## src/hsvrgb_pkg.sv

```systemverilog
// Shared types and constants for the HSV to RGB pixel converter.
// Used by the front end, the back end and the top level; depends on nothing.
package hsvrgb_pkg;

    localparam int COMPONENT_BITS_DEFAULT = 8;
    localparam int QUEUE_DEPTH_DEFAULT    = 2;

    localparam int HUE_BITS    = 11;
    localparam int WEIGHT_BITS = 9;

    localparam logic [HUE_BITS-1:0]    HUE_TURN    = 11'd1536;
    localparam logic [WEIGHT_BITS-1:0] WEIGHT_FULL = 9'd256;

    // Sixty-degree sectors of the hue circle, named by the two colours they span.
    typedef enum logic [2:0] {
        SEC_RED_YELLOW   = 3'd0,
        SEC_YELLOW_GREEN = 3'd1,
        SEC_GREEN_CYAN   = 3'd2,
        SEC_CYAN_BLUE    = 3'd3,
        SEC_BLUE_MAGENTA = 3'd4,
        SEC_MAGENTA_RED  = 3'd5
    } sector_t;

    typedef struct packed {
        logic                   grey;
        sector_t                sector;
        logic [WEIGHT_BITS-1:0] weight;
    } hue_class_t;

endpackage

```

## src/hsvrgb_front.sv

```systemverilog
// Front end: accepts pixels, classifies the hue and forms value times saturation.
// Depends on hsvrgb_pkg.
module hsvrgb_front #(
    parameter int COMPONENT_BITS = hsvrgb_pkg::COMPONENT_BITS_DEFAULT
) (
    input  logic                          clk,
    input  logic                          rst_n,
    input  logic                          hsv_valid,
    output logic                          hsv_ready,
    input  logic [hsvrgb_pkg::HUE_BITS-1:0] hue,
    input  logic [COMPONENT_BITS-1:0]     saturation,
    input  logic [COMPONENT_BITS-1:0]     brightness,
    output logic                          item_valid,
    input  logic                          item_ready,
    output logic [2*COMPONENT_BITS-1:0]   product,
    output logic [COMPONENT_BITS-1:0]     val,
    output hsvrgb_pkg::hue_class_t        cls
);
    import hsvrgb_pkg::*;

    localparam int N = COMPONENT_BITS;

    logic               valid_reg;
    logic [2*N-1:0]     product_reg;
    logic [N-1:0]       val_reg;
    hue_class_t         cls_reg;
    logic               load;

    // A full turn folds back onto hue zero; anything past it is grey.
    function automatic hue_class_t classify_hue(input logic [HUE_BITS-1:0] h);
        logic [HUE_BITS-1:0]    hw;
        logic [WEIGHT_BITS-1:0] pos;
        logic [WEIGHT_BITS-1:0] span;
        hue_class_t             c;
        hw = (h == HUE_TURN) ? '0 : h;
        pos = hw[WEIGHT_BITS-1:0];
        span = pos[WEIGHT_BITS-1] ? (pos - WEIGHT_FULL) : (WEIGHT_FULL - pos);
        c.grey = (h > HUE_TURN);
        c.sector = sector_t'(hw[HUE_BITS-1:WEIGHT_BITS-1]);
        c.weight = WEIGHT_FULL - span;
        return c;
    endfunction

    assign hsv_ready = !valid_reg || item_ready;
    assign load      = hsv_valid && hsv_ready;

    always_ff @(posedge clk or negedge rst_n)
    begin
        if (!rst_n)
        begin
            valid_reg <= 1'b0;
        end
        else if (hsv_ready)
        begin
            valid_reg <= hsv_valid;
        end
    end

    always_ff @(posedge clk)
    begin
        if (load)
        begin
            product_reg <= brightness * saturation;
            val_reg     <= brightness;
            cls_reg     <= classify_hue(hue);
        end
    end

    assign item_valid = valid_reg;
    assign product    = product_reg;
    assign val        = val_reg;
    assign cls        = cls_reg;

endmodule

```

## src/hsvrgb_queue.sv

```systemverilog
// Short register queue that decouples the front end from the back end.
// Generic in width and depth; depends on nothing.
module hsvrgb_queue #(
    parameter int WIDTH = 8,
    parameter int DEPTH = 2
) (
    input  logic             clk,
    input  logic             rst_n,
    input  logic             push_valid,
    output logic             push_ready,
    input  logic [WIDTH-1:0] push_data,
    output logic             pop_valid,
    input  logic             pop_ready,
    output logic [WIDTH-1:0] pop_data
);
    localparam int PTR_W = (DEPTH > 1) ? $clog2(DEPTH) : 1;
    localparam int CNT_W = $clog2(DEPTH + 1);
    localparam logic [PTR_W-1:0] PTR_LAST = PTR_W'(DEPTH - 1);
    localparam logic [CNT_W-1:0] CNT_FULL = CNT_W'(DEPTH);

    logic [WIDTH-1:0] entry_reg [DEPTH];
    logic [PTR_W-1:0] wr_ptr_reg, wr_ptr_next;
    logic [PTR_W-1:0] rd_ptr_reg, rd_ptr_next;
    logic [CNT_W-1:0] count_reg, count_next;
    logic             push, pop;

    assign push_ready = (count_reg != CNT_FULL);
    assign pop_valid  = (count_reg != '0);
    assign push       = push_valid && push_ready;
    assign pop        = pop_valid && pop_ready;
    assign pop_data   = entry_reg[rd_ptr_reg];

    always_comb
    begin
        wr_ptr_next = wr_ptr_reg;
        rd_ptr_next = rd_ptr_reg;
        count_next  = count_reg;
        if (push)
        begin
            wr_ptr_next = (wr_ptr_reg == PTR_LAST) ? '0 : wr_ptr_reg + 1'b1;
        end
        if (pop)
        begin
            rd_ptr_next = (rd_ptr_reg == PTR_LAST) ? '0 : rd_ptr_reg + 1'b1;
        end
        if (push && !pop)
        begin
            count_next = count_reg + 1'b1;
        end
        else if (pop && !push)
        begin
            count_next = count_reg - 1'b1;
        end
    end

    always_ff @(posedge clk or negedge rst_n)
    begin
        if (!rst_n)
        begin
            wr_ptr_reg <= '0;
            rd_ptr_reg <= '0;
            count_reg  <= '0;
        end
        else
        begin
            wr_ptr_reg <= wr_ptr_next;
            rd_ptr_reg <= rd_ptr_next;
            count_reg  <= count_next;
        end
    end

    always_ff @(posedge clk)
    begin
        if (push)
        begin
            entry_reg[wr_ptr_reg] <= push_data;
        end
    end

    a_count_bound: assert property (@(posedge clk) disable iff (!rst_n)
        count_reg <= CNT_FULL)
        else $error("queue count exceeds its depth");

    a_count_up: assert property (@(posedge clk) disable iff (!rst_n)
        (push && !pop) |=> (count_reg == $past(count_reg) + 1'b1))
        else $error("queue count did not grow on a lone push");

    a_ptr_gap: assert property (@(posedge clk) disable iff (!rst_n)
        (count_reg == '0) |-> (wr_ptr_reg == rd_ptr_reg))
        else $error("empty queue with pointers apart");

endmodule

```

## src/hsvrgb_back.sv

```systemverilog
// Back end: chroma by rounded division by full scale, the intermediate channel,
// then channel ordering and offset. Three pipeline stages; depends on hsvrgb_pkg.
module hsvrgb_back #(
    parameter int COMPONENT_BITS = hsvrgb_pkg::COMPONENT_BITS_DEFAULT
) (
    input  logic                        clk,
    input  logic                        rst_n,
    input  logic                        item_valid,
    output logic                        item_ready,
    input  logic [2*COMPONENT_BITS-1:0] product,
    input  logic [COMPONENT_BITS-1:0]   val,
    input  hsvrgb_pkg::hue_class_t      cls,
    output logic                        rgb_valid,
    input  logic                        rgb_ready,
    output logic [COMPONENT_BITS-1:0]   red,
    output logic [COMPONENT_BITS-1:0]   green,
    output logic [COMPONENT_BITS-1:0]   blue
);
    import hsvrgb_pkg::*;

    localparam int N = COMPONENT_BITS;
    localparam logic [N-1:0]   CMAX    = '1;
    localparam logic [2*N-1:0] HALF    = (2*N)'(CMAX >> 1);
    localparam logic [N:0]     CMAX_X1 = {1'b0, CMAX};
    localparam logic [N:0]     CMAX_X2 = {CMAX, 1'b0};
    localparam logic [N+WEIGHT_BITS-1:0] ROUND_X = (N+WEIGHT_BITS)'(128);

    // Stage 1: chroma and offset.
    logic           v1_reg;
    logic [N-1:0]   chroma1_reg, m1_reg;
    hue_class_t     cls1_reg;
    // Stage 2: intermediate channel.
    logic           v2_reg;
    logic [N-1:0]   chroma2_reg, x2_reg, m2_reg;
    hue_class_t     cls2_reg;
    // Stage 3: output register.
    logic           v3_reg;
    logic [N-1:0]   red_reg, green_reg, blue_reg;

    logic           ready1, ready2, ready3;
    logic [2*N-1:0] rounded;
    logic [N:0]     digit_sum;
    logic [1:0]     corr;
    logic [N-1:0]   chroma_next;
    logic [N+WEIGHT_BITS-1:0] x_prod;
    logic [N-1:0]   r_sel, g_sel, b_sel;

    assign ready3     = !v3_reg || rgb_ready;
    assign ready2     = !v2_reg || ready3;
    assign ready1     = !v1_reg || ready2;
    assign item_ready = ready1;

    // Division by 2^N-1: with y = a*2^N + b, y/(2^N-1) = a + (a+b)/(2^N-1),
    // and a+b stays below twice the divisor plus one, so at most two is added.
    always_comb
    begin
        rounded   = product + HALF;
        digit_sum = {1'b0, rounded[2*N-1:N]} + {1'b0, rounded[N-1:0]};
        if (digit_sum >= CMAX_X2)
        begin
            corr = 2'd2;
        end
        else if (digit_sum >= CMAX_X1)
        begin
            corr = 2'd1;
        end
        else
        begin
            corr = 2'd0;
        end
        chroma_next = rounded[2*N-1:N] + N'(corr);
    end

    assign x_prod = ({{WEIGHT_BITS{1'b0}}, chroma1_reg} * {{N{1'b0}}, cls1_reg.weight})
                  + ROUND_X;

    always_comb
    begin
        r_sel = '0;
        g_sel = '0;
        b_sel = '0;
        case (cls2_reg.sector)
            SEC_RED_YELLOW:
            begin
                r_sel = chroma2_reg;
                g_sel = x2_reg;
            end
            SEC_YELLOW_GREEN:
            begin
                r_sel = x2_reg;
                g_sel = chroma2_reg;
            end
            SEC_GREEN_CYAN:
            begin
                g_sel = chroma2_reg;
                b_sel = x2_reg;
            end
            SEC_CYAN_BLUE:
            begin
                g_sel = x2_reg;
                b_sel = chroma2_reg;
            end
            SEC_BLUE_MAGENTA:
            begin
                r_sel = x2_reg;
                b_sel = chroma2_reg;
            end
            default:
            begin
                r_sel = chroma2_reg;
                b_sel = x2_reg;
            end
        endcase
        if (cls2_reg.grey)
        begin
            r_sel = '0;
            g_sel = '0;
            b_sel = '0;
        end
    end

    always_ff @(posedge clk or negedge rst_n)
    begin
        if (!rst_n)
        begin
            v1_reg <= 1'b0;
            v2_reg <= 1'b0;
            v3_reg <= 1'b0;
        end
        else
        begin
            if (ready1)
            begin
                v1_reg <= item_valid;
            end
            if (ready2)
            begin
                v2_reg <= v1_reg;
            end
            if (ready3)
            begin
                v3_reg <= v2_reg;
            end
        end
    end

    always_ff @(posedge clk)
    begin
        if (ready1 && item_valid)
        begin
            chroma1_reg <= chroma_next;
            m1_reg      <= val - chroma_next;
            cls1_reg    <= cls;
        end
        if (ready2 && v1_reg)
        begin
            chroma2_reg <= chroma1_reg;
            x2_reg      <= x_prod[N+7:8];
            m2_reg      <= m1_reg;
            cls2_reg    <= cls1_reg;
        end
        if (ready3 && v2_reg)
        begin
            red_reg   <= r_sel + m2_reg;
            green_reg <= g_sel + m2_reg;
            blue_reg  <= b_sel + m2_reg;
        end
    end

    assign rgb_valid = v3_reg;
    assign red       = red_reg;
    assign green     = green_reg;
    assign blue      = blue_reg;

    a_stall_needs_item: assert property (@(posedge clk) disable iff (!rst_n)
        !item_ready |-> v1_reg)
        else $error("back end refused a transaction with stage one empty");

    a_x_bound: assert property (@(posedge clk) disable iff (!rst_n)
        v2_reg |-> (x2_reg <= chroma2_reg))
        else $error("intermediate channel exceeds chroma");

    a_no_overflow: assert property (@(posedge clk) disable iff (!rst_n)
        v2_reg |-> (({1'b0, chroma2_reg} + {1'b0, m2_reg}) <= CMAX_X1))
        else $error("chroma plus offset exceeds full scale");

endmodule

```

## src/hsv_to_rgb_core.sv

```systemverilog
// Top level of the HSV to RGB pixel converter: front end, queue and back end.
// Depends on hsvrgb_pkg, hsvrgb_front, hsvrgb_queue and hsvrgb_back.
//
//   Channel   Handshake              Payload
//   --------  ---------------------  ------------------------------
//   hsv       hsv_valid/hsv_ready    hue, saturation, brightness
//   rgb       rgb_valid/rgb_ready    red, green, blue
//
// One pixel per clock is sustained while rgb_ready stays high; after the front
// end accepts a pixel, its result passes the queue write and the three back end
// stages (chroma, intermediate channel, output) before it is first shown.
// Reset clears all valid flags and the queue count; no pixel is in flight.
// A stall at the output fills the back end, then the queue, then the front.
module hsv_to_rgb_core #(
    parameter int COMPONENT_BITS = hsvrgb_pkg::COMPONENT_BITS_DEFAULT,
    parameter int QUEUE_DEPTH    = hsvrgb_pkg::QUEUE_DEPTH_DEFAULT
) (
    input  logic                            clk,
    input  logic                            rst_n,
    input  logic                            hsv_valid,
    output logic                            hsv_ready,
    input  logic [hsvrgb_pkg::HUE_BITS-1:0] hue,
    input  logic [COMPONENT_BITS-1:0]       saturation,
    input  logic [COMPONENT_BITS-1:0]       brightness,
    output logic                            rgb_valid,
    input  logic                            rgb_ready,
    output logic [COMPONENT_BITS-1:0]       red,
    output logic [COMPONENT_BITS-1:0]       green,
    output logic [COMPONENT_BITS-1:0]       blue
);
    import hsvrgb_pkg::*;

    localparam int N      = COMPONENT_BITS;
    localparam int Q_BITS = 3 * N + $bits(hue_class_t);

    logic               f_valid, f_ready;
    logic [2*N-1:0]     f_product;
    logic [N-1:0]       f_val;
    hue_class_t         f_cls;
    logic               b_valid, b_ready;
    logic [Q_BITS-1:0]  q_in, q_out;
    logic [2*N-1:0]     b_product;
    logic [N-1:0]       b_val;
    hue_class_t         b_cls;

    hsvrgb_front #(
        .COMPONENT_BITS (COMPONENT_BITS)
    ) u_front (
        .clk        (clk),
        .rst_n      (rst_n),
        .hsv_valid  (hsv_valid),
        .hsv_ready  (hsv_ready),
        .hue        (hue),
        .saturation (saturation),
        .brightness (brightness),
        .item_valid (f_valid),
        .item_ready (f_ready),
        .product    (f_product),
        .val        (f_val),
        .cls        (f_cls)
    );

    assign q_in = {f_product, f_val, f_cls};

    hsvrgb_queue #(
        .WIDTH (Q_BITS),
        .DEPTH (QUEUE_DEPTH)
    ) u_queue (
        .clk        (clk),
        .rst_n      (rst_n),
        .push_valid (f_valid),
        .push_ready (f_ready),
        .push_data  (q_in),
        .pop_valid  (b_valid),
        .pop_ready  (b_ready),
        .pop_data   (q_out)
    );

    assign {b_product, b_val, b_cls} = q_out;

    hsvrgb_back #(
        .COMPONENT_BITS (COMPONENT_BITS)
    ) u_back (
        .clk        (clk),
        .rst_n      (rst_n),
        .item_valid (b_valid),
        .item_ready (b_ready),
        .product    (b_product),
        .val        (b_val),
        .cls        (b_cls),
        .rgb_valid  (rgb_valid),
        .rgb_ready  (rgb_ready),
        .red        (red),
        .green      (green),
        .blue       (blue)
    );

endmodule
```

## config.mk

```make
export PLATFORM = sky130hd
export DESIGN_NAME = hsv_to_rgb_core
export DESIGN_NICKNAME = d
export VERILOG_FILES = /design/src/hsvrgb_pkg.sv /design/src/hsvrgb_front.sv /design/src/hsvrgb_queue.sv /design/src/hsvrgb_back.sv /design/src/hsv_to_rgb_core.sv
export SDC_FILE = /design/constraint.sdc
export NUM_CORES = 1
export LEC_CHECK = 0
export ABC_AREA = 1
export ABC_CLOCK_PERIOD_IN_PS = 6100
export BUFFER_PORTS_ARGS = -buffer_cell sky130_fd_sc_hd__buf_2
export CAP_MARGIN = 10
export CELL_PAD_IN_SITES_DETAIL_PLACEMENT = 0
export CELL_PAD_IN_SITES_GLOBAL_PLACEMENT = 1
export CORE_ASPECT_RATIO = 1.75
export CORE_MARGIN = 4
export CORE_UTILIZATION = 23
export CTS_BUF_LIST = sky130_fd_sc_hd__clkbuf_4
export DETAILED_ROUTE_END_ITERATION = 8
export PLACE_DENSITY_LB_ADDON = 0.08
export REMOVE_ABC_BUFFERS = 1
export SKIP_LAST_GASP = 1
export SLEW_MARGIN = 20
export SYNTH_ARGS = -nofsm -noshare
export SYNTH_HDL_FRONTEND = slang
export SYNTH_HIERARCHICAL = 1
export SYNTH_SLANG_ARGS = --single-unit
```

## constraint.sdc

```tcl
create_clock -name clk -period 6.1 [get_ports clk]
set_clock_uncertainty 0.2 [all_clocks]
set_input_delay 0.305 -clock clk [delete_from_list [all_inputs] [get_ports clk]]
set_output_delay 0.305 -clock clk [all_outputs]
set_load 0.01 [all_outputs]
```

==> summary.txt <==
Critical path
  – Crit path kind: reg -> reg
  – Slowest stage cell, crit path: fa_1
  – R2r worst-path depth: 35
  – CP arrival: 5.79 ns
  – CP delay by family, top: simple AND/OR/NAND/NOR gates
  – CP max FO: 17
  – Crit path capture type: flip-flop
  – Startpoint class of the critical path: flip-flop
  – R2R Path Start: u_queue/rd_ptr_reg
  – Worst r2r dst: u_back/m1_reg[7]
  – R2r setup slk: 0.50 ns
  – Max stage delay on crit path: around 0.54 ns
  – Required time worst endpoint: ~6.3 ns
  – Most Frequent Cell on Critical Path: nand2_1
  – CP bufs+invs: 5

Clocking
  – Clk buf depth: 2
  – CTS H-Tree Depth: 4
  – Clock transition at path regs: 0.16 ns
  – CTS tree: yes
  – TritonCTS Buffers: 17
  – Clock latency on the worst-skew pair: between 0.6 and 0.7 ns
  – Clock root buffer: clkbuf_4
  – Clock sink count: 200

STA
  – Slew HR: 48.2%
  – Final min period: 5.60 ns
  – Unrepaired setup endpoints after global routing: true
  – Final max-slew violation count: 0
  – Top achievable clock speed: ~180 MHz
  – Hold slack final: between 0.2 and 0.25 ns
  – Worst-Margin Slew: between 0.7 and 0.8 ns
  – Final Setup Violations: 0
  – Hold Vio Cnt, Final: 0
  – Fin crit share: 91.9%

Yosys
  – Asr flop ratio synth: under 10%
  – Ys flop type: edfxtp_1
  – Cells after Synth: ~1500
  – Yosys warns: 6
  – Area share of the largest cell type after synthesis: 41.2%
  – Post-synthesis sequential area ratio: 42.6%
  – Number of synthesized flops with an enable pin: between 150 and 200
  – Register bit total from synthesis: 200
  – Average cell area after synthesis: 9.55 µm²
  – Mapped Area: 14000 µm²
  – Leading area contributor after synthesis: edfxtp_1
  – Synth cell types: 46
  – Largest cells by area after synthesis: edfxtp_1 (41%), fa_1 (12%), ha_1 (10%)

Final layout
  – Max reg flops: 74
  – Commonest non-fill, non-tap cells in the layout: nand2_1 (368), inv_1 (298), edfxtp_1 (192)
  – Area Overhead vs Synth: 12.8%
  – Commonest non-fill, non-tap cell in the layout: nand2_1
  – Layout cell share with drive strength beyond 1: 11.4%
  – Post-route cell area: about 16000 µm²
  – Final net count: 1765

GRT
  – Met1 Usage GRT: 10.4%
  – First-pass GRT wire length: 56200 µm
  – Met3 Usage GRT: approximately 1.4%
  – Met2 Use GR: 24.2%
  – Initial antenna violation count: 1
  – Largest net degree at the start of global routing: 38
  – Top Usage Layer GRT: met2
  – Total gr overflow: 0
  – Total GRT Usage: ~11%
  – Vias in the first global route: 10017

Floorplan
  – Die height: 335 µm
  – Num rows: 119
  – Chip width: 195 µm
  – Initial Util: 23.2%
  – Die area: 65100 µm²
  – Area of the core: 60300 µm²
  – IO Count: 57

Place
  – Placed wire-length estimate: 29800 µm
  – Placed cell areas: between 15000 and 20000 µm²
  – Final GP Congestion: around 0.77
  – IO Port Bufs: 56

Route
  – Initial DRC Count: about 250
  – Drc violations: 0
  – WL final: around 35000 µm
  – Final ANT Viol Nets: 0
  – Routed vias: roughly 9000
  – Vias per inst: around 4
  – Routed length per instance: around 15 µm
  – Pre-antenna DRT Iters: 4

Hold path
  – Worst Hold Depth: 5
  – Hold WC Path Type: in -> reg
  – Hold Startpoint: saturation[2]
  – Hold worst-path end: u_front/product[2]

Run
  – Max Cap Viol: 0

Status
  – Status: complete, no violations
## per-layer routing
layer  wire (µm)  part of all wire [%]
met3         619                   1.7
met1       12100                    34
met4         980                   2.8
met2       21800                    61
met5           0                     0
## Yosys cell counts, drive strengths merged (2+ instances only)
| master | instances |
|---|---|
| nor2 | 55 |
| a211oi | 6 |
| nand3b | 3 |
| ha | 112 |
| inv | 309 |
| edfxtp | 192 |
| a21oi | 65 |
| a31oi | 2 |
| o2111ai | 2 |
| nand3 | 51 |
| buf | 10 |
| nand4 | 16 |
| nand2 | 392 |
| xnor2 | 17 |
| o21ai | 39 |
| o21bai | 4 |
| clkinv | 2 |
| dfrtp | 8 |
| fa | 82 |
| nor3 | 4 |
| clkbuf | 35 |
| xor2 | 53 |
## cell families (layout without fill, tap and decap cells)
group / after synthesis / in the layout / synth area share (%)
buffers and inverters: 356 / 442 / 9.86
flip-flops: 200 / 200 / 42.6
adder cells (fa/ha/maj): 194 / 194 / 21.7
AND/OR/NAND/NOR: 523 / 523 / 16.3
AO/OA/AOI/OAI: 124 / 124 / 4.84
other: 0 / 2 / 0
XOR/XNOR: 70 / 70 / 4.75
## stage by stage
| step | utilization, % | worst slack, ns | std cells | setup TNS [ns] |
|---|---|---|---|---|
| after floorplan | - | 0.307 | 1422 | 0 |
| after global placement | 25.2 | 0.252 | 2280 | 0 |
| after detailed placement | 25.2 | 0.238 | 2280 | 0 |
| after CTS | 26.1 | 0.205 | 2338 | 0 |
| after global routing | 26.2 | -0.00597 | 2340 | -0.00597 |
| final | 26.2 | 0.495 | 2341 | 0 |
## timing repair
item	4_1_cts	5_1_grt
endpoints found under the setup margin	0	3
resized for setup	0	9
hold buffers	26	0
endpoints found under the hold margin	34	0
buffers inserted	0	1
## layout make-up
class                   instances  area (µm²)
clock inverters                14         145
fillers                      6463       44500
flip-flops and latches        200        5970
multi-input cells             911        6730
inverters                     311        1170
repair buffers                 99         672
clock buffers                  18         135
well taps                     786         983
diodes                          2        5.00
## worst max-delay path by stage
stage	cells past startpoint	slack, ns	end	start
final	35	0.50	u_back/m1_reg[7]	u_queue/rd_ptr_reg
after global routing	40	-0.006	u_back/m1_reg[6]	u_queue/rd_ptr_reg
after CTS	35	0.20	u_back/m1_reg[7]	u_queue/rd_ptr_reg
after detailed placement	35	0.24	u_back/m1_reg[7]	u_queue/rd_ptr_reg
after global placement	35	0.25	u_back/m1_reg[7]	u_queue/rd_ptr_reg
after floorplan	33	0.31	u_back/m1_reg[7]	u_queue/rd_ptr_reg
## tightest hold or removal path, stage by stage
cell	delay, ns
buf_2	0.21
nand2_1	0.09
inv_1	0.06
ha_1	0.15
ha_1	0.13
Power is left out: the tool's default activity adds up to more than one toggle a clock period on the data nets, which glitch-free logic cannot reach.
